## config.mk

```make
export PLATFORM = sky130hd
export DESIGN_NAME = length_prefixed_request_parser_flat
export DESIGN_NICKNAME = d
export VERILOG_FILES = /design/src/hw/rtl/lprp_pkg.sv /design/src/hw/rtl/lprp_if.sv /design/src/hw/rtl/length_prefixed_request_parser.sv /design/src/hw/rtl/lprp_fifo.sv /design/src/hw/rtl/lprp_front.sv /design/src/hw/rtl/lprp_back.sv /design/src/flat_wrapper.sv
export SDC_FILE = /design/constraint.sdc
export NUM_CORES = 1
export LEC_CHECK = 0
export ABC_AREA = 1
export BUFFER_PORTS_ARGS = -buffer_cell sky130_fd_sc_hd__buf_2
export CORE_MARGIN = 10
export CORE_UTILIZATION = 40
export CTS_BUF_LIST = sky130_fd_sc_hd__clkbuf_8
export CTS_CLUSTER_DIAMETER = 60
export CTS_CLUSTER_SIZE = 8
export DETAILED_ROUTE_END_ITERATION = 10
export MAX_ROUTING_LAYER = met4
export PLACE_DENSITY = 0.6
export SYNTH_ARGS = -nofsm -noshare
export SYNTH_HDL_FRONTEND = slang
export SYNTH_SLANG_ARGS = --single-unit
```

## constraint.sdc

```tcl
create_clock -name clk_i -period 3.4 [get_ports clk_i]
set_clock_uncertainty 0.15 [all_clocks]
set_input_delay 0 -clock clk_i [delete_from_list [all_inputs] [get_ports clk_i]]
set_output_delay 0 -clock clk_i [all_outputs]
set_load 0.02 [all_outputs]
```

## src/hw/rtl/lprp_pkg.sv

```systemverilog
package lprp_pkg;

  localparam int unsigned CFG_INDEX_BITS = 2;
  localparam int unsigned CFG_DATA_BITS  = 32;

  localparam logic [CFG_INDEX_BITS-1:0] REG_MAX_MESSAGE_BYTES = 2'd0;
  localparam logic [CFG_INDEX_BITS-1:0] REG_MAX_STRINGS       = 2'd1;

  localparam int unsigned MAX_MSG_BITS = 27;
  localparam int unsigned MAX_STR_BITS = 21;
  localparam int unsigned DONE_BITS    = 21;
  localparam int unsigned WORD_BITS    = 32;

  localparam logic [MAX_MSG_BITS-1:0] MAX_MSG_RESET = 27'd33554432;
  localparam logic [MAX_STR_BITS-1:0] MAX_STR_RESET = 21'd200000;

  localparam int unsigned QUEUE_DEPTH = 2;

  typedef enum logic [2:0] {
    STATUS_OK        = 3'd0,
    STATUS_SHORT     = 3'd1,
    STATUS_TOO_LONG  = 3'd2,
    STATUS_TOO_MANY  = 3'd3,
    STATUS_TRUNCATED = 3'd4,
    STATUS_TRAILING  = 3'd5
  } status_e;

  typedef struct packed {
    logic       payload_valid;
    logic [7:0] payload_byte;
    logic       string_end;
    logic       empty_string;
    logic       message_done;
    status_e    status;
  } lprp_flags_t;

endpackage

```

## src/hw/rtl/lprp_if.sv

```systemverilog
interface lprp_byte_if;
  logic       valid;
  logic       ready;
  logic [7:0] data_byte;
  logic       last_byte;

  modport source (output valid, data_byte, last_byte, input ready);
  modport sink (input valid, data_byte, last_byte, output ready);
endinterface

interface lprp_res_if #(
  parameter int unsigned INDEX_BITS = 20
);
  logic                  valid;
  logic                  ready;
  logic                  payload_valid;
  logic [7:0]            payload_byte;
  logic [INDEX_BITS-1:0] string_index;
  logic                  string_end;
  logic                  empty_string;
  logic                  message_done;
  logic [2:0]            status;

  modport source (
    output valid, payload_valid, payload_byte, string_index, string_end, empty_string,
           message_done, status,
    input  ready
  );
  modport sink (
    input  valid, payload_valid, payload_byte, string_index, string_end, empty_string,
           message_done, status,
    output ready
  );
endinterface

interface lprp_cfg_if;
  logic                                valid;
  logic                                ready;
  logic [lprp_pkg::CFG_INDEX_BITS-1:0] index;
  logic [lprp_pkg::CFG_DATA_BITS-1:0]  data;

  modport source (output valid, index, data, input ready);
  modport sink (input valid, index, data, output ready);
endinterface

```

## src/hw/rtl/length_prefixed_request_parser.sv

```systemverilog
// Channel  Modport  Carries                                        Handshake
// in_i     sink     data_byte, last_byte                           valid/ready
// cfg_i    sink     index, data (0 max_message_bytes, 1 max_strings) valid/ready
// out_o    source   payload_valid .. status, one item per input    valid/ready
//
// One input item is taken per cycle while the queue has room; each gives a result item.
// The parser register update in the front stage sets the one-item-per-cycle rate.
// A two-entry queue and an output register let input and output stall separately.
// Reset clears the parse state and loads the register defaults; cfg_i is always ready.
module length_prefixed_request_parser #(
  parameter int unsigned INDEX_BITS = 20,
  parameter int unsigned COUNT_BITS = 27
) (
  input  logic       clk_i,
  input  logic       rst_ni,
  lprp_byte_if.sink  in_i,
  lprp_cfg_if.sink   cfg_i,
  lprp_res_if.source out_o
);

  localparam int unsigned FLAG_BITS  = $bits(lprp_pkg::lprp_flags_t);
  localparam int unsigned ENTRY_BITS = FLAG_BITS + INDEX_BITS;

  logic                  push;
  logic                  push_ready;
  lprp_pkg::lprp_flags_t front_flags;
  logic [INDEX_BITS-1:0] front_index;
  logic                  q_valid;
  logic                  q_pop;
  logic [ENTRY_BITS-1:0] q_data;
  lprp_pkg::lprp_flags_t q_flags;
  logic [INDEX_BITS-1:0] q_index;

  lprp_front #(
    .INDEX_BITS(INDEX_BITS),
    .COUNT_BITS(COUNT_BITS)
  ) u_front (
    .clk_i       (clk_i),
    .rst_ni      (rst_ni),
    .in_i        (in_i),
    .cfg_i       (cfg_i),
    .push_o      (push),
    .flags_o     (front_flags),
    .index_o     (front_index),
    .push_ready_i(push_ready)
  );

  lprp_fifo #(
    .WIDTH(ENTRY_BITS),
    .DEPTH(lprp_pkg::QUEUE_DEPTH)
  ) u_fifo (
    .clk_i       (clk_i),
    .rst_ni      (rst_ni),
    .push_i      (push),
    .push_data_i ({front_flags, front_index}),
    .push_ready_o(push_ready),
    .pop_valid_o (q_valid),
    .pop_data_o  (q_data),
    .pop_i       (q_pop)
  );

  assign q_flags = lprp_pkg::lprp_flags_t'(q_data[ENTRY_BITS-1:INDEX_BITS]);
  assign q_index = q_data[INDEX_BITS-1:0];

  lprp_back #(
    .INDEX_BITS(INDEX_BITS)
  ) u_back (
    .clk_i    (clk_i),
    .rst_ni   (rst_ni),
    .q_valid_i(q_valid),
    .q_flags_i(q_flags),
    .q_index_i(q_index),
    .q_pop_o  (q_pop),
    .out_o    (out_o)
  );

endmodule

```

## src/hw/rtl/lprp_fifo.sv

```systemverilog
module lprp_fifo #(
  parameter int unsigned WIDTH = 35,
  parameter int unsigned DEPTH = 2
) (
  input  logic             clk_i,
  input  logic             rst_ni,
  input  logic             push_i,
  input  logic [WIDTH-1:0] push_data_i,
  output logic             push_ready_o,
  output logic             pop_valid_o,
  output logic [WIDTH-1:0] pop_data_o,
  input  logic             pop_i
);

  localparam int unsigned PTR_BITS = (DEPTH > 1) ? $clog2(DEPTH) : 1;
  localparam int unsigned CNT_BITS = $clog2(DEPTH + 1);
  localparam logic [PTR_BITS-1:0] LAST_PTR = PTR_BITS'(DEPTH - 1);
  localparam logic [CNT_BITS-1:0] FULL_CNT = CNT_BITS'(DEPTH);

  logic [WIDTH-1:0]    entry_q [DEPTH];
  logic [PTR_BITS-1:0] wr_ptr_q, wr_ptr_d;
  logic [PTR_BITS-1:0] rd_ptr_q, rd_ptr_d;
  logic [CNT_BITS-1:0] count_q, count_d;
  logic                do_push;
  logic                do_pop;

  assign push_ready_o = (count_q != FULL_CNT);
  assign pop_valid_o  = (count_q != '0);
  assign pop_data_o   = entry_q[rd_ptr_q];
  assign do_push      = push_i & push_ready_o;
  assign do_pop       = pop_i & pop_valid_o;

  always_comb begin
    wr_ptr_d = wr_ptr_q;
    rd_ptr_d = rd_ptr_q;
    count_d  = count_q;
    if (do_push) begin
      wr_ptr_d = (wr_ptr_q == LAST_PTR) ? '0 : wr_ptr_q + 1'b1;
    end
    if (do_pop) begin
      rd_ptr_d = (rd_ptr_q == LAST_PTR) ? '0 : rd_ptr_q + 1'b1;
    end
    if (do_push && !do_pop) begin
      count_d = count_q + 1'b1;
    end else if (!do_push && do_pop) begin
      count_d = count_q - 1'b1;
    end
  end

  always_ff @(posedge clk_i or negedge rst_ni) begin
    if (!rst_ni) begin
      wr_ptr_q <= '0;
      rd_ptr_q <= '0;
      count_q  <= '0;
    end else begin
      wr_ptr_q <= wr_ptr_d;
      rd_ptr_q <= rd_ptr_d;
      count_q  <= count_d;
    end
  end

  always_ff @(posedge clk_i) begin
    if (do_push) begin
      entry_q[wr_ptr_q] <= push_data_i;
    end
  end

endmodule

```

## src/hw/rtl/lprp_front.sv

```systemverilog
module lprp_front #(
  parameter int unsigned INDEX_BITS = 20,
  parameter int unsigned COUNT_BITS = 27
) (
  input  logic                  clk_i,
  input  logic                  rst_ni,
  lprp_byte_if.sink             in_i,
  lprp_cfg_if.sink              cfg_i,
  output logic                  push_o,
  output lprp_pkg::lprp_flags_t flags_o,
  output logic [INDEX_BITS-1:0] index_o,
  input  logic                  push_ready_i
);

  localparam logic [1:0] PH_COUNT = 2'd0;
  localparam logic [1:0] PH_LEN   = 2'd1;
  localparam logic [1:0] PH_DATA  = 2'd2;
  localparam logic [1:0] PH_FIN   = 2'd3;

  localparam int unsigned CMP_BITS =
      (COUNT_BITS > lprp_pkg::MAX_MSG_BITS) ? COUNT_BITS : lprp_pkg::MAX_MSG_BITS;
  localparam int unsigned WB = lprp_pkg::WORD_BITS;

  logic [lprp_pkg::MAX_MSG_BITS-1:0] max_msg_q;
  logic [lprp_pkg::MAX_STR_BITS-1:0] max_str_q;

  logic [1:0]                     phase_q, phase_d;
  logic [COUNT_BITS-1:0]          count_q, count_d;
  logic [1:0]                     pos_q, pos_d;
  logic [23:0]                    acc_q, acc_d;
  logic [WB-1:0]                  expected_q, expected_d;
  logic [lprp_pkg::DONE_BITS-1:0] done_q, done_d;
  logic [WB-1:0]                  left_q, left_d;
  lprp_pkg::status_e              err_q, err_d;

  logic [WB-1:0]                  word;
  logic [lprp_pkg::DONE_BITS-1:0] done_inc;
  logic [WB-1:0]                  left_dec;
  logic                           accept;
  lprp_pkg::lprp_flags_t          flags;
  logic [INDEX_BITS-1:0]          index;

  assign accept      = in_i.valid & push_ready_i;
  assign in_i.ready  = push_ready_i;
  assign cfg_i.ready = 1'b1;
  assign push_o      = accept;
  assign flags_o     = flags;
  assign index_o     = index;

  assign word     = {in_i.data_byte, acc_q};
  assign done_inc = done_q + 1'b1;
  assign left_dec = left_q - 1'b1;

  always_comb begin
    phase_d    = phase_q;
    pos_d      = pos_q;
    acc_d      = acc_q;
    expected_d = expected_q;
    done_d     = done_q;
    left_d     = left_q;
    err_d      = err_q;
    flags      = '0;
    index      = '0;

    unique case (phase_q) inside
      PH_COUNT, PH_LEN: begin
        if (pos_q == 2'd3) begin
          pos_d = '0;
          if (phase_q == PH_COUNT) begin
            expected_d = word;
            if (word > WB'(max_str_q)) begin
              err_d   = lprp_pkg::STATUS_TOO_MANY;
              phase_d = PH_FIN;
            end else begin
              phase_d = (word == '0) ? PH_FIN : PH_LEN;
            end
          end else if (word == '0) begin
            flags.empty_string = 1'b1;
            index              = INDEX_BITS'(done_q);
            done_d             = done_inc;
            phase_d            = (WB'(done_inc) == expected_q) ? PH_FIN : PH_LEN;
          end else begin
            left_d  = word;
            phase_d = PH_DATA;
          end
        end else begin
          pos_d = pos_q + 1'b1;
          case (pos_q)
            2'd0:    acc_d[7:0]   = in_i.data_byte;
            2'd1:    acc_d[15:8]  = in_i.data_byte;
            default: acc_d[23:16] = in_i.data_byte;
          endcase
        end
      end
      PH_DATA: begin
        flags.payload_valid = 1'b1;
        flags.payload_byte  = in_i.data_byte;
        index               = INDEX_BITS'(done_q);
        left_d              = left_dec;
        if (left_dec == '0) begin
          flags.string_end = 1'b1;
          done_d           = done_inc;
          phase_d          = (WB'(done_inc) == expected_q) ? PH_FIN : PH_LEN;
        end
      end
      PH_FIN: begin
        if (err_q == lprp_pkg::STATUS_OK) begin
          err_d = lprp_pkg::STATUS_TRAILING;
        end
      end
      default: begin
        phase_d = PH_FIN;
      end
    endcase

    flags.message_done = in_i.last_byte;
    if (in_i.last_byte) begin
      if (count_q < COUNT_BITS'(3)) begin
        flags.status = lprp_pkg::STATUS_SHORT;
      end else if (CMP_BITS'(count_q) >= CMP_BITS'(max_msg_q)) begin
        flags.status = lprp_pkg::STATUS_TOO_LONG;
      end else if (err_d != lprp_pkg::STATUS_OK) begin
        flags.status = err_d;
      end else if (phase_d != PH_FIN) begin
        flags.status = lprp_pkg::STATUS_TRUNCATED;
      end else begin
        flags.status = lprp_pkg::STATUS_OK;
      end
    end

    if (in_i.last_byte) begin
      count_d = '0;
    end else if (count_q != '1) begin
      count_d = count_q + 1'b1;
    end else begin
      count_d = count_q;
    end

    // The last byte of a message leaves the parser ready for the next one.
    if (in_i.last_byte) begin
      phase_d    = PH_COUNT;
      pos_d      = '0;
      expected_d = '0;
      done_d     = '0;
      left_d     = '0;
      err_d      = lprp_pkg::STATUS_OK;
    end
  end

  always_ff @(posedge clk_i or negedge rst_ni) begin
    if (!rst_ni) begin
      phase_q    <= PH_COUNT;
      count_q    <= '0;
      pos_q      <= '0;
      acc_q      <= '0;
      expected_q <= '0;
      done_q     <= '0;
      left_q     <= '0;
      err_q      <= lprp_pkg::STATUS_OK;
    end else if (accept) begin
      phase_q    <= phase_d;
      count_q    <= count_d;
      pos_q      <= pos_d;
      acc_q      <= acc_d;
      expected_q <= expected_d;
      done_q     <= done_d;
      left_q     <= left_d;
      err_q      <= err_d;
    end
  end

  always_ff @(posedge clk_i or negedge rst_ni) begin
    if (!rst_ni) begin
      max_msg_q <= lprp_pkg::MAX_MSG_RESET;
      max_str_q <= lprp_pkg::MAX_STR_RESET;
    end else if (cfg_i.valid) begin
      if (cfg_i.index == lprp_pkg::REG_MAX_MESSAGE_BYTES) begin
        max_msg_q <= cfg_i.data[lprp_pkg::MAX_MSG_BITS-1:0];
      end else if (cfg_i.index == lprp_pkg::REG_MAX_STRINGS) begin
        max_str_q <= cfg_i.data[lprp_pkg::MAX_STR_BITS-1:0];
      end
    end
  end

endmodule

```

## src/hw/rtl/lprp_back.sv

```systemverilog
module lprp_back #(
  parameter int unsigned INDEX_BITS = 20
) (
  input  logic                  clk_i,
  input  logic                  rst_ni,
  input  logic                  q_valid_i,
  input  lprp_pkg::lprp_flags_t q_flags_i,
  input  logic [INDEX_BITS-1:0] q_index_i,
  output logic                  q_pop_o,
  lprp_res_if.source            out_o
);

  logic                  valid_q;
  lprp_pkg::lprp_flags_t flags_q;
  logic [INDEX_BITS-1:0] index_q;
  logic                  load;

  assign load    = q_valid_i & (~valid_q | out_o.ready);
  assign q_pop_o = load;

  always_ff @(posedge clk_i or negedge rst_ni) begin
    if (!rst_ni) begin
      valid_q <= 1'b0;
    end else if (load) begin
      valid_q <= 1'b1;
    end else if (out_o.ready) begin
      valid_q <= 1'b0;
    end
  end

  always_ff @(posedge clk_i) begin
    if (load) begin
      flags_q <= q_flags_i;
      index_q <= q_index_i;
    end
  end

  assign out_o.valid         = valid_q;
  assign out_o.payload_valid = flags_q.payload_valid;
  assign out_o.payload_byte  = flags_q.payload_byte;
  assign out_o.string_index  = index_q;
  assign out_o.string_end    = flags_q.string_end;
  assign out_o.empty_string  = flags_q.empty_string;
  assign out_o.message_done  = flags_q.message_done;
  assign out_o.status        = flags_q.status;

endmodule

```

## src/flat_wrapper.sv

```systemverilog
// flat-port wrapper written by rule: the top's interface ports become plain ports
module length_prefixed_request_parser_flat 
#(
  parameter int unsigned INDEX_BITS = 20,
  parameter int unsigned COUNT_BITS = 27
)
  (clk_i, rst_ni, in_i_valid, in_i_data_byte, in_i_last_byte, in_i_ready, cfg_i_valid, cfg_i_index, cfg_i_data, cfg_i_ready, out_o_valid, out_o_payload_valid, out_o_payload_byte, out_o_string_index, out_o_string_end, out_o_empty_string, out_o_message_done, out_o_status, out_o_ready);
  lprp_byte_if in_i_i ();
  lprp_cfg_if cfg_i_i ();
  lprp_res_if #(.INDEX_BITS(INDEX_BITS)) out_o_i ();
  input  logic clk_i;
  input  logic rst_ni;
  input wire logic [$bits(in_i_i.valid)-1:0] in_i_valid;
  input wire logic [$bits(in_i_i.data_byte)-1:0] in_i_data_byte;
  input wire logic [$bits(in_i_i.last_byte)-1:0] in_i_last_byte;
  output wire logic [$bits(in_i_i.ready)-1:0] in_i_ready;
  input wire logic [$bits(cfg_i_i.valid)-1:0] cfg_i_valid;
  input wire logic [$bits(cfg_i_i.index)-1:0] cfg_i_index;
  input wire logic [$bits(cfg_i_i.data)-1:0] cfg_i_data;
  output wire logic [$bits(cfg_i_i.ready)-1:0] cfg_i_ready;
  output wire logic [$bits(out_o_i.valid)-1:0] out_o_valid;
  output wire logic [$bits(out_o_i.payload_valid)-1:0] out_o_payload_valid;
  output wire logic [$bits(out_o_i.payload_byte)-1:0] out_o_payload_byte;
  output wire logic [$bits(out_o_i.string_index)-1:0] out_o_string_index;
  output wire logic [$bits(out_o_i.string_end)-1:0] out_o_string_end;
  output wire logic [$bits(out_o_i.empty_string)-1:0] out_o_empty_string;
  output wire logic [$bits(out_o_i.message_done)-1:0] out_o_message_done;
  output wire logic [$bits(out_o_i.status)-1:0] out_o_status;
  input wire logic [$bits(out_o_i.ready)-1:0] out_o_ready;
  assign in_i_i.valid = in_i_valid;
  assign in_i_i.data_byte = in_i_data_byte;
  assign in_i_i.last_byte = in_i_last_byte;
  assign in_i_ready = in_i_i.ready;
  assign cfg_i_i.valid = cfg_i_valid;
  assign cfg_i_i.index = cfg_i_index;
  assign cfg_i_i.data = cfg_i_data;
  assign cfg_i_ready = cfg_i_i.ready;
  assign out_o_valid = out_o_i.valid;
  assign out_o_payload_valid = out_o_i.payload_valid;
  assign out_o_payload_byte = out_o_i.payload_byte;
  assign out_o_string_index = out_o_i.string_index;
  assign out_o_string_end = out_o_i.string_end;
  assign out_o_empty_string = out_o_i.empty_string;
  assign out_o_message_done = out_o_i.message_done;
  assign out_o_status = out_o_i.status;
  assign out_o_i.ready = out_o_ready;
  length_prefixed_request_parser #(.INDEX_BITS(INDEX_BITS), .COUNT_BITS(COUNT_BITS)) u_core (.clk_i(clk_i), .rst_ni(rst_ni), .in_i(in_i_i), .cfg_i(cfg_i_i), .out_o(out_o_i));
endmodule
```

Word level (Yosys, flattened, before mapping)
Memories as Yosys holds them, arrays and structs flattened. A register that Yosys moved wholly into a read port is not among the register bits.
Index checks and enable logic that the tools add are counted.
{"block": "word_totals", "regBits": 196, "latch_bits": 0, "ram_bits": 70, "input_bits": 48, "mem_bits_ro": 0, "mem_count": 1}
{"block": "classes", "div": 0, "mux": 58, "n_mul": 0, "n_lt_le_gt_ge": 3, "shifts": 0, "add_sub_neg": 8, "reduce_logical": 31, "eq_ne": 15, "n_bitwise": 9}
{"name": "u_core.u_fifo.entry_q", "words": 2, "word_bits": 35, "rd": 1, "rd_clocked_by_memory_dff": 1, "write_ports": 1, "line": "lprp_fifo.sv:20", "text": "logic [WIDTH-1:0] entry_q [DEPTH];"}
{"cell": "$mux 32", "n": 8}
{"cell": "$mux 21", "n": 5}
{"cell": "$logic_not 32->1", "n": 2}
{"cell": "$pmux 32 s2", "n": 1}
{"cell": "$mux 20", "n": 3}
{"cell": "$mux 27", "n": 2}
{"cell": "$pmux 21 s2", "n": 1}
{"cell": "$pmux 20 s2", "n": 1}
{"cell": "$eq 21x32->1", "n": 1}
{"cell": "$gt 32x21->1", "n": 1}
{"cell": "$sub 32x1->32 const B", "n": 1}
{"cell": "$mux 3", "n": 10}
{"cell": "$add 27x1->27 const B", "n": 1}
{"cell": "$ge 27x27->1", "n": 1}
{"cell": "$lt 27x2->1 const B", "n": 1}
{"cell": "$ne 27x27->1 const B", "n": 1}
{"cell": "$mux 2", "n": 13}
{"cell": "$add 21x1->21 const B", "n": 1}
{"cell": "$reduce_and 4->1", "n": 4}
{"cell": "$reduce_bool 2->1", "n": 7}
{"cell": "$ne 3x3->1 const B", "n": 4}
{"cell": "$mux 1", "n": 11}
{"cell": "$mux 10", "n": 1}
{"cell": "$eq 2x1->1 const B", "n": 3}
{"cell": "21 further kinds", "n": 40}

Depth between registers and ports, before layout
Gate-level depths: netlist (run 1).
{"block": "logic_depth", "depth_word": 13, "ltp_mapped": 20, "mapped_depth_nobuf": 20}

Modules after synthesis
Synthesis (run 1) repeated with hierarchy kept, for this count alone.
{"block": "unflattened", "hier_cells": 1973, "hier_area_um2": 16193.0}
{"mod": "lprp_front", "area_per_inst_um2": 12263.0, "cells_per_inst": 1721, "instances": 1}
{"mod": "lprp_fifo", "area_per_inst_um2": 2830.2, "cells_per_inst": 211, "instances": 1}
{"mod": "lprp_back", "area_per_inst_um2": 1099.8, "cells_per_inst": 41, "instances": 1}

Least setup slack after synthesis (run 1)
OpenSTA, ideal clock, no wires.
{"block": "synth_timing", "path_type": "register to register", "startpoint": "register u_core.u_back.valid_q (netlist: u_core.u_back.out_o.valid)", "endpoint": "register u_core.u_fifo.count_q[1]", "arrival_ns": 3.303, "setup_ns": 0.131, "path_stages_with_launch": 9, "path_buffers": 0, "setup_slack_ns": -0.184, "cell_sequence": "dfrtp_1 inv_1 nor2_1 a21oi_1 inv_1 ha_1 a21oi_1 o21ai_0 xor2_1"}
{"block": "synth_between", "elab_chain_len": 7, "word_cells_on_any_way": 9, "cone_classes": "mux: 1; bitwise: 4; reduce/logical: 4"}
{"item": "start, declared", "line": "lprp_back.sv:13", "text": "logic valid_q;"}
{"item": "start signal, assigned", "line": "lprp_back.sv:23", "text": "valid_q <= 1'b0;"}
{"item": "start signal, assigned", "line": "lprp_back.sv:25", "text": "valid_q <= 1'b1;"}
{"item": "start signal, assigned", "line": "lprp_back.sv:27", "text": "valid_q <= 1'b0;"}
{"item": "$not 1->1 (*)", "line": "lprp_back.sv:18", "text": "assign load = q_valid_i & (~valid_q | out_o.ready);"}
{"item": "$or 1x1->1 (*)", "line": "lprp_back.sv:18"}
{"item": "$and 1x1->1 (*)", "line": "lprp_back.sv:18"}
{"item": "via u_core.q_pop", "line": "length_prefixed_request_parser.sv:29", "text": "logic q_pop;"}
{"item": "$and 1x1->1 (*)", "line": "lprp_fifo.sv:31", "text": "assign do_pop = pop_i & pop_valid_o;"}
{"item": "$logic_not 1->1", "line": "lprp_fifo.sv:43", "text": "if (do_push && !do_pop) begin"}
{"item": "$logic_and 1x1->1", "line": "lprp_fifo.sv:43"}
{"item": "$mux 2 or $reduce_bool 2->1 (tied branches)"}
{"item": "end signal, assigned", "line": "lprp_fifo.sv:58", "text": "count_q <= count_d;"}
{"item": "end, declared", "line": "lprp_fifo.sv:23", "text": "logic [CNT_BITS-1:0] count_q, count_d;"}
Mark *: on every way through the listed nets, which the timed path passes. The rest lies on a longest branch.
A chain may end at the register's enable or synchronous reset.

==> results of run 1 <==
==> cells in the final DEF (no fill, tap or decap), types with 8 or more instances in the layout <==
cell type | netlist | final
inv_1 | 236 | 267
o21ai_2 | 21 | 21
dfrtp_1 | 189 | 189
nor2_2 | 12 | 13
ha_1 | 57 | 56
o21ai_0 | 141 | 141
edfxtp_1 | 105 | 105
buf_2 | 0 | 78
nand2_1 | 451 | 451
xor2_1 | 15 | 15
dlygate4sd3_1 | 0 | 59
clkbuf_8 | 0 | 46
nor2_1 | 217 | 214
nand4_1 | 31 | 31
buf_4 | 1 | 22
nor4_1 | 15 | 15
nor2_4 | 6 | 8
a21oi_1 | 57 | 56
nor3_1 | 20 | 20
nand2_2 | 25 | 25
o32ai_1 | 17 | 17
o22ai_1 | 14 | 14
nand3_1 | 131 | 131
==> per-layer routing <==
layer  up-vias  part of all wire  wire (um)  global-route usage
li1       6488                 -          -                   -
met1      6170              0.45      18800              0.2357
met2       381              0.45      18810              0.2718
met3        83             0.062       2579             0.03315
met4         0             0.028       1175             0.06182
met5         -                 0          0                   -
==> sequential cells by signal, summed over array words and instances (netlist names) <==
name,flops
u_core.u_fifo.count_q,2
u_core.u_back.out_o.status,3
u_core.u_front.phase_q,2
u_core.u_back.out_o.string_index,20
u_core.u_front.max_str_q,21
u_core.u_front.left_q,32
u_core.u_front.count_q,27
u_core.u_front.done_q,21
u_core.u_front.expected_q,32
u_core.u_back.out_o.valid,1
u_core.u_back.out_o.payload_byte,8
u_core.u_fifo.entry_q,70
u_core.u_front.pos_q,2
u_core.u_front.err_q,3
u_core.u_back.out_o.message_done,1
u_core.u_back.out_o.empty_string,1
u_core.u_back.out_o.payload_valid,1
u_core.u_front.acc_q,24
u_core.u_back.out_o.string_end,1
u_core.u_front.max_msg_q,27
u_core.u_fifo.rd_ptr_q,1
u_core.u_fifo.wr_ptr_q,1
==> cell type report <==
class,count,area (um^2)
Clock buffer,45,619.3
Clock inverter,36,188.9
Fill cell,3741,20560
Inverter,242,908.4
Multi-Input combinational cell,1282,6609
Sequential cell,301,8066
Tap cell,518,648.1
Timing Repair Buffer,163,1227
==> how the worst min path moves through the flow <==
| stage | to | slack (ps) |
|---|---|---|
| floorplan | u_core.u_back.out_o.valid$_DFFE_PN0P_ | -450 |
| CTS | u_core.u_front.expected_q[27]$_DFFE_PN0P_ | 4 |
| global route | u_core.u_front.expected_q[27]$_DFFE_PN0P_ | 60 |
| detailed placement | u_core.u_front.count_q[22]$_DFFE_PN0P_ | -70 |
| global placement | u_core.u_front.count_q[22]$_DFFE_PN0P_ | -70 |
| finish | u_core.u_front.expected_q[25]$_DFFE_PN0P_ | 50 |
==> stage by stage <==
stage,cell area [um^2],worst slack [ps],cells,hold WS [ps]
global route,18270,0.05773,2587,56.95
floorplan,15790,542.9,1880,-445.6
detailed placement,16840,312.1,2446,-71.96
global placement,16840,325.1,2446,-69.30
CTS,18270,272.9,2587,4.457
finish,18270,346.3,2587,46.45
==> cells by family (layout without fill, tap and decap cells) <==
kind of cell               Yosys count  after routing
adders and majority gates           57             57
AOI/OAI and AO/OA                  273            273
DFF                                301            301
other                                1              1
buffers and inverters              297            486
xor gates and xnor gates            20             20
and+or+nand+nor                    931            931
==> power by group <==
part | switching, W | internal, W | total (W)
Clock | 0.00145 | 0.00132 | 0.00277
Sequential | 0.000836 | 0.00498 | 0.00581
Combinational | 0.00395 | 0.00192 | 0.00586
Total | 0.00624 | 0.00821 | 0.0144
==> what timing repair did <==
item	4_1_cts	5_1_grt
hold buffers	60	0
hold endpoints to repair	339	0
gates resized for setup	0	1
setup buffers	0	0
endpoints found under the setup margin	0	2
==> worst max-delay path: stages (launching register included) <==
cell and delay [ps]:
dfrtp_1 400, inv_1 180, ha_2 310, nand2_4 140, nor2_8 170, nand2_2 70
nand2_1 60, nand2_1 70, inv_2 60, nand2_1 50, nor2_1 100, nand2_1 60
nor2_1 100, nand2_1 70, nor2_2 220, nand2_2 100, o21ai_0 240, nand3_1 110
nand2_1 70, nor2_1 50
==> metrics.txt, run 1 <==
final period utilization=0.8982; Pleak=8.400 nW; site row count=72; mux contribution to synthesized area=0; MaxCap Viol Count=0; Initial DRC Count=roughly 900; initial antenna violation count=0; register area share after synthesis=0.5109; antenna diode count=0; first-pass GRT wire length=roughly 67000 um; vias in the first global route=roughly 13000; Synth Net Count=between 1500 and 2000; post-synthesis compound-gate area fraction=0.1000; final hold vios=0; reg-to-reg endpoint=u_core.u_fifo.entry_q[1][22]$_DFFE_PP_; pwr dens=a little under 800 nW/um^2; ys async rst share=0.6512; Post-DRT Antenna Nets=0; Worst setup SP type=flop; Critical Path Source=u_core.u_front.left_q[0]$_DFFE_PN0P_; top-count cell post-synth=nand2_1; Routed Wire Length=41360 um; CTS tree=built; Die Wd=between 200 and 250 um; per-cell routed wire length=around 16 um; Initial Util=0.4066; Port-buffer cells=79; top cell type's share of synthesized area=0.2995; iteration count of the initial detailed-routing pass=5; WP data arrival=3260 ps; CTS Buffer Depth=3; Die ar.=approximately 48000 um^2; CP Class=reg -> reg; Clock transition at path regs=approximately 70 ps; hpwl dp=28890 um; simple-gate area share of the yosys netlist=0.2589; required time worst endpoint=between 3000 and 4000 ps; Post-synth top cells=nand2_1 (451), inv_1 (236), nor2_1 (217); Root Buffer=clkbuf_8; area grow syn2layout=15.70%; worst-path maximum fanout=7; Nets=between 2000 and 2500; largest net degree at the start of global routing=between 70 and 80; Worst Setup EP=u_core.u_fifo.entry_q[1][22]$_DFFE_PP_; Final Slew Violations=0; Synth Instances=around 1900; largest family of logic cells by synthesized area=simple AND/OR/NAND/NOR gates; via count=between 10000 and 15000; f_max=327.5 MHz; xor/xnor cell area share of the yosys netlist=0.01205; Slew @ Worst Pin=784.7 ps; Worst slew margin=0.4756; Die Y=between 200 and 250 um; Tot GR Track Use=0.1787; # IOs=between 80 and 90; reg2reg start=u_core.u_front.left_q[0]$_DFFE_PN0P_; DR vias/cell=about 5.1; post-synthesis adder-cell area fraction=0.04517; Residual DRC=0; status=completed; FF+latch count, synth=301; synth top area cells=dfrtp_1 (30%), edfxtp_1 (20%), nand2_1 (11%); RSZ-0062 raised after global routing=no; cell taking the most area after synthesis=dfrtp_1; TritonCTS Sinks=about 300; Hold Crit Class=in -> reg; yosys warns=0; Total Neg Setup Slack=0 ps; critical path capture point type=flop; htree depth=2; Post-synth EDFFs=105; CTS Buf Count=44; share of layout cells above drive strength 1=0.1208; final core occ=0.4705; area of the mapped netlist=15790 um^2; hold path cells=4; R2R setup slack=350 ps; RD Place Congestion=between 0.9 and 1; Hold Crit Start=in_i_data_byte[1]; final critical-path required period=roughly 3000 ps; R2R depth=19; ys flop type=dfrtp_1; worst vdd ir=about 0.34 mV; Core ar.=38830 um^2; GRT Residual Overflow=0; final setup fails=0; Worst-Skew Late Latency=630 ps; Avg Cell Area, Syn=around 8.4 um^2; Distinct cells, synth=51; final total power=between 0.01 and 0.015 W
Note: power is estimated with default switching activity, not from simulation.
==> inputs of run 2 (changes only) <==
--- a/config.mk
+++ b/config.mk
@@ -11,5 +11,5 @@
 export CORE_UTILIZATION = 40
 export CTS_BUF_LIST = sky130_fd_sc_hd__clkbuf_8
-export CTS_CLUSTER_DIAMETER = 60
+export CTS_CLUSTER_DIAMETER = 120
 export CTS_CLUSTER_SIZE = 8
 export DETAILED_ROUTE_END_ITERATION = 10
--- a/constraint.sdc
+++ b/constraint.sdc
@@ -3,3 +3,3 @@
 set_input_delay 0 -clock clk_i [delete_from_list [all_inputs] [get_ports clk_i]]
 set_output_delay 0 -clock clk_i [all_outputs]
-set_load 0.02 [all_outputs]
+set_load 0.1 [all_outputs]
==> metrics.txt, run 2 (synthesis results as in run 1) <==
first-pass GRT wire length=68540 um; max reg flops=70; via count=13110; reg-to-reg endpoint=u_core.u_fifo.entry_q[0][22]$_DFFE_PP_; crit-path cells=inv_1, ha_2, nand2_4, nor2_8, nand2_2, nand2_1, nand2_1, inv_2, nand2_1, nor2_1, nand2_1, nor2_1, nand2_1, nor2_2, nand2_2, o21ai_0, nand3_1, nand2_1, nor2_1; Regs by FF count=u_core.u_fifo.entry_q x70, u_core.u_front.expected_q x32, u_core.u_front.left_q x32; Port-buffer cells=79; MaxCap Viol Count=0; Worst-Skew Late Latency=around 640 ps; per-cell routed wire length=between 15 and 20 um; Root Buffer=clkbuf_8; RD Place Congestion=0.9403; status=completed; final hold vios=0; area post-placement=roughly 17000 um^2; R2R setup slack=around 360 ps; Total Neg Setup Slack=0 ps; reg2reg start=u_core.u_front.left_q[0]$_DFFE_PN0P_; RSZ-0062 raised after global routing=no; Setup Fix Bufs, Post-CTS=0; WP data arrival=approximately 3200 ps; Post-DRT Antenna Nets=0; Die Y=around 220 um; Routed Wire Length=roughly 42000 um; worst-path maximum fanout=7; final period utilization=0.8937; most frequent cells in the layout=nand2_1 (451), inv_1 (267), nor2_1 (214); hold endpoint=u_core.u_front.expected_q[31]$_DFFE_PN0P_; site row count=slightly above 70; most frequent CP cell=nand2_1; initial antenna violation count=1; Initial DRC Count=approximately 1000; required time worst endpoint=roughly 3600 ps; fin area=around 18000 um^2; pwr dens=857.1 nW/um^2; gate family responsible for the most delay along the worst path=simple AND/OR/NAND/NOR gates; GRT Residual Overflow=0; final core occ=0.4721; f_max=329.1 MHz; CTS Buf Count=43; Cells after DPL=~2400; final setup fails=0; critical path capture point type=flop; Hold Crit Class=in -> reg; Pleak=8.422 nW; TritonCTS Sinks=between 300 and 400; Tot GR Track Use=0.1822; Die ar.=47820 um^2; share of layout cells above drive strength 1=0.1170; Clock transition at path regs=about 70 ps; Nets=2149; CP max-delay cell=dfrtp_1; CTS Buffer Depth=3; Final Slew Violations=0; Worst slew margin=0.3848; CP bufs+invs=2; Critical Path Source=u_core.u_front.left_q[0]$_DFFE_PN0P_; Residual DRC=0; area grow syn2layout=16.09%; Hold Crit Start=in_i_data_byte[7]; most common cell after layout, fill and taps aside=nand2_1; final critical-path required period=between 3000 and 4000 ps; Initial Util=0.4066; DR vias/cell=5.051; R2R depth=19; hpwl dp=roughly 29000 um; Worst setup SP type=flop; non-filler cells, final=2596; htree depth=2; iteration count of the initial detailed-routing pass=5; cell count along the critical path=19; Die Wd=about 220 um; Slew @ Worst Pin=between 900 and 1000 ps; vias in the first global route=12920; Worst path max stage delay=about 400 ps; largest net degree at the start of global routing=99; # IOs=86; worst vdd ir=approximately 0.46 mV; hold path cells=4; Biggest register=u_core.u_fifo.entry_q; CTS tree=built; Core ar.=a little under 40000 um^2; worst hold slack=around 63 ps; CP Class=reg -> reg
[run 2: cell types whose count changed in the layout (fill, tap and decap cells not counted), sizes merged]
cell,before,now
buf,103,98
bufinv,1,0
clkbuf,46,44
clkinv,3,2
diode,0,1
dlygate4sd3,59,75
inv,274,275
[run 2: tightest hold or removal path, delay by kind of cell]
family | cells | cell delay (ps)
buffers and inverters | 2 | 650
and+or+nand+nor | 1 | 80
AOI/OAI and AO/OA | 1 | 80
[run 2: layout make-up]
type	instances	area [um^2]
multi-input combinational	1282	6609
tap	518	648.1
clock inverter	35	160.2
fill	3687	20500
inverter	242	908.4
sequential	301	8066
antenna	1	2.502
clock buffer	43	591.8
timing repair buffer	174	1343
[run 2: routing by layer]
metal	up-vias	GRT usage	part of all wire	routed length, um
li1	6511	-	-	-
met1	6125	0.2348	0.45	18830
met2	387	0.2856	0.46	19250
met3	89	0.02956	0.061	2540
met4	0	0.06596	0.031	1305
met5	-	-	0	0
[run 2: what timing repair did]
| action | CTS | global route |
|---|---|---|
| gates resized for setup | 0 | 1 |
| hold buffers | 75 | 0 |
| setup endpoints to repair | 0 | 2 |
| hold endpoints to repair | 315 | 0 |
[run 2: worst max path at each step]
stage / to / slack [ps]
after floorplan: u_core.u_fifo.count_q[1]$_DFFE_PN0P_ / 290
after global placement: u_core.u_fifo.entry_q[0][22]$_DFFE_PP_ / 350
after detailed placement: u_core.u_fifo.entry_q[0][22]$_DFFE_PP_ / 310
after CTS: u_core.u_fifo.entry_q[0][22]$_DFFE_PP_ / 280
after global routing: u_core.u_fifo.entry_q[0][22]$_DFFE_PP_ / 90
final: u_core.u_fifo.entry_q[0][22]$_DFFE_PP_ / 360
[run 2: metrics by stage]
| step | worst slack, ps | total power (W) |
|---|---|---|
| 2_1_floorplan | 290.2 | 0.01121 |
| 3_3_place_gp | 351.1 | 0.01293 |
| 3_5_place_dp | 313.0 | 0.01303 |
| 4_1_cts | 278.7 | 0.01583 |
| 5_1_grt | 94.07 | 0.01686 |
| 6_report | 361.5 | 0.01571 |
[run 2: power breakdown]
part           switching (W)  internal [W]
sequential          0.000830       0.00498
combinational        0.00534       0.00191
clock                0.00146       0.00120
total                0.00763       0.00808
==> inputs of run 3 (changes only) <==
CTS_CLUSTER_SIZE = 40   (was 8)
SYNTH_HIERARCHICAL = 1   (was not set)
==> metrics.txt, run 3 <==
MaxCap Viol Count=0; GRT Residual Overflow=0; first-pass GRT wire length=a little over 70000 um; Net Sw Frac=0.5065; area of the mapped netlist=about 16000 um^2; largest net degree at the start of global routing=71; sequential share of power=0.390; Post-synth top cells=nand2_1 (505), inv_1 (246), nor2_1 (243); # IOs=86; CTS Buffer Depth=3; register area share after synthesis=0.4981; Post-synth EDFFs=105; CTS Buf Count=12; reg2reg start=u_core/u_front/left_q[0]$_DFFE_PN0P_; Nets=between 2000 and 2500; required time worst endpoint=between 3000 and 4000 ps; Die Y=around 220 um; Root Buffer=clkbuf_8; Routed Wire Length=44480 um; htree depth=1; pwr dens=roughly 830 nW/um^2; Regs by FF count=u_core/u_fifo/entry_q x70, u_core/u_front/expected_q x32, u_core/u_front/left_q x32; final period utilization=0.9106; cell taking the most area after synthesis=dfrtp_1; Slew @ Worst Pin=~840 ps; Final Slew Violations=0; Total Neg Setup Slack=0 ps; TritonCTS Sinks=~300; final hold vios=0; ys flop type=dfrtp_1; Distinct cells, synth=57; RD Place Congestion=0.9613; WP data arrival=3480 ps; final total power=approximately 0.015 W; Comb pwr share=0.506; Pleak=between 8 and 9 nW; FF+latch count, synth=301; final critical-path required period=approximately 3100 ps; Biggest register=u_core/u_fifo/entry_q; iteration count of the initial detailed-routing pass=5; Synth Net Count=~2100; vias in the first global route=13220; hpwl dp=between 30000 and 40000 um; final core occ=0.4509; max reg flops=70; Clock Power Share=0.104; CTS tree=built; status=completed; ys async rst share=0.6512; Initial DRC Count=between 1000 and 1500; site row count=between 70 and 80; RSZ-0062 raised after global routing=no; Die Wd=about 220 um; Initial Util=0.4057; top-count cell post-synth=nand2_1; Worst setup SP type=flop; Die ar.=48930 um^2; Core ar.=roughly 40000 um^2; top cell type's share of synthesized area=0.2921; worst-path maximum fanout=21; f_max=approximately 320 MHz; Port-buffer cells=between 70 and 80; Synth Instances=~2000; antenna diode count=0; synth top area cells=dfrtp_1 (29%), edfxtp_1 (19%), nand2_1 (12%); critical path capture point type=flop; yosys warns=6; most frequent cells in the layout=nand2_1 (505), inv_1 (249), nor2_1 (239); cell internal pwr=approximately 0.0074 W; Hold Crit Start=out_o_ready; area grow syn2layout=11.13%; share of layout cells above drive strength 1=0.09269; Worst-Skew Late Latency=roughly 600 ps; per-cell routed wire length=16.99 um; initial antenna violation count=0; Tot GR Track Use=0.1827; most common cell after layout, fill and taps aside=nand2_1; Residual DRC=0; Worst slew margin=0.4379; via count=approximately 13000; Post-DRT Antenna Nets=0; Switching Power=~0.0076 W; Hold Crit Class=in -> reg; DR vias/cell=about 5; final setup fails=0; Avg Cell Area, Syn=around 8 um^2; Critical Path Source=u_core/u_front/left_q[0]$_DFFE_PN0P_; CP Class=reg -> reg; Clock transition at path regs=240 ps; worst vdd ir=between 0.4 and 0.5 mV
-- run 3: changes by cell type after synthesis, moves of 6 or more --
cell / change
clkbuf_1: -8
inv_1: +10
nand2_1: +54
nand2_2: -7
nand3_1: -9
nand4_1: +24
nor2_1: +26
o21ai_2: -21
o31ai_1: +6
xor2_1: +11
-- run 3: path summary, 6_finish.rpt --
path / slack (ps) / cells after the start / endpoint
max: 300 / 14 / u_core/u_front/done_q[12]$_DFFE_PN0P_
min: 50 / 5 / u_core/u_back/out_o.valid$_DFFE_PN0P_
max reg2reg: 300 / 14 / u_core/u_front/done_q[12]$_DFFE_PN0P_
min reg2reg: 360 / 2 / u_core/u_front/max_msg_q[7]$_DFFE_PN0P_
max in group asynchronous: 2160 / 4 / u_core/u_front/max_str_q[11]$_DFFE_PN1P_
min in group asynchronous: 380 / 3 / u_core/u_front/max_str_q[17]$_DFFE_PN1P_
-- run 3: cell families (layout without fill, tap and decap cells) --
logic type                 after synthesis  after routing  share of synthesized area
adders and majority gates               57             57                    0.04404
AOI/OAI and AO/OA                      256            256                    0.09017
xor gates and xnor gates                32             32                    0.01731
buffers and inverters                  317            437                    0.08244
other                                    1              1                  0.0002316
DFF                                    301            301                     0.4981
and+or+nand+nor                       1009           1009                     0.2677
-- run 3: worst max-delay path, stage by stage (launching register included) --
cell      delay [ps]
dfrtp_1          450
inv_1            150
ha_2             270
nand2_2          140
nor2_4           140
nand2_1          130
xor2_1           210
nor3_1           200
nand4_1          130
nor2_1           210
nand3_2          170
a21boi_4         150
buf_4            290
nand4_1          130
nand2_1           80
-- run 3: power groups by stage --
| stage | Combinational (W) | Clock (W) | Sequential (W) |
|---|---|---|---|
| global route | 0.00844 | 0.00175 | 0.00598 |
| detailed placement | 0.00752 | 0 | 0.00593 |
| finish | 0.00760 | 0.00157 | 0.00586 |
| CTS | 0.00761 | 0.00164 | 0.00585 |
| floorplan | 0.00427 | 0 | 0.00722 |
| global placement | 0.00743 | 0 | 0.00591 |
-- run 3: layout make-up --
type	count	area (um^2)
clock buffer	13	178.9
clock inverter	7	81.33
fill	3963	21920
inverter	254	960.9
multi-input combinational	1355	6839
sequential	301	8066
tap	525	656.9
timing repair buffer	163	1212
-- run 3: per-stage QoR --
stage	hold slack (ps)	cells	area, um^2	setup slack, ps
after global placement	-60.97	2544	17170	366.3
after global routing	38.29	2618	18000	56.60
final	50.89	2618	18000	304.0
after detailed placement	-59.55	2544	17170	305.3
after floorplan	-445.6	1973	16190	424.8
after CTS	5.092	2618	17990	239.0
-- run 3: metal layers --
metal	share of wire	wire length (um)	global-route usage
met1	0.47	21010	0.2528
met2	0.46	20380	0.2860
met3	0.050	2202	0.01832
met4	0.020	885	0.03809
met5	0	0	-
-- run 3: repair_timing --
| action | CTS | global route |
|---|---|---|
| hold endpoints to repair | 360 | 0 |
| setup buffers | 0 | 0 |
| hold buffers | 54 | 0 |
| gates resized for setup | 0 | 2 |
| setup endpoints to repair | 0 | 2 |
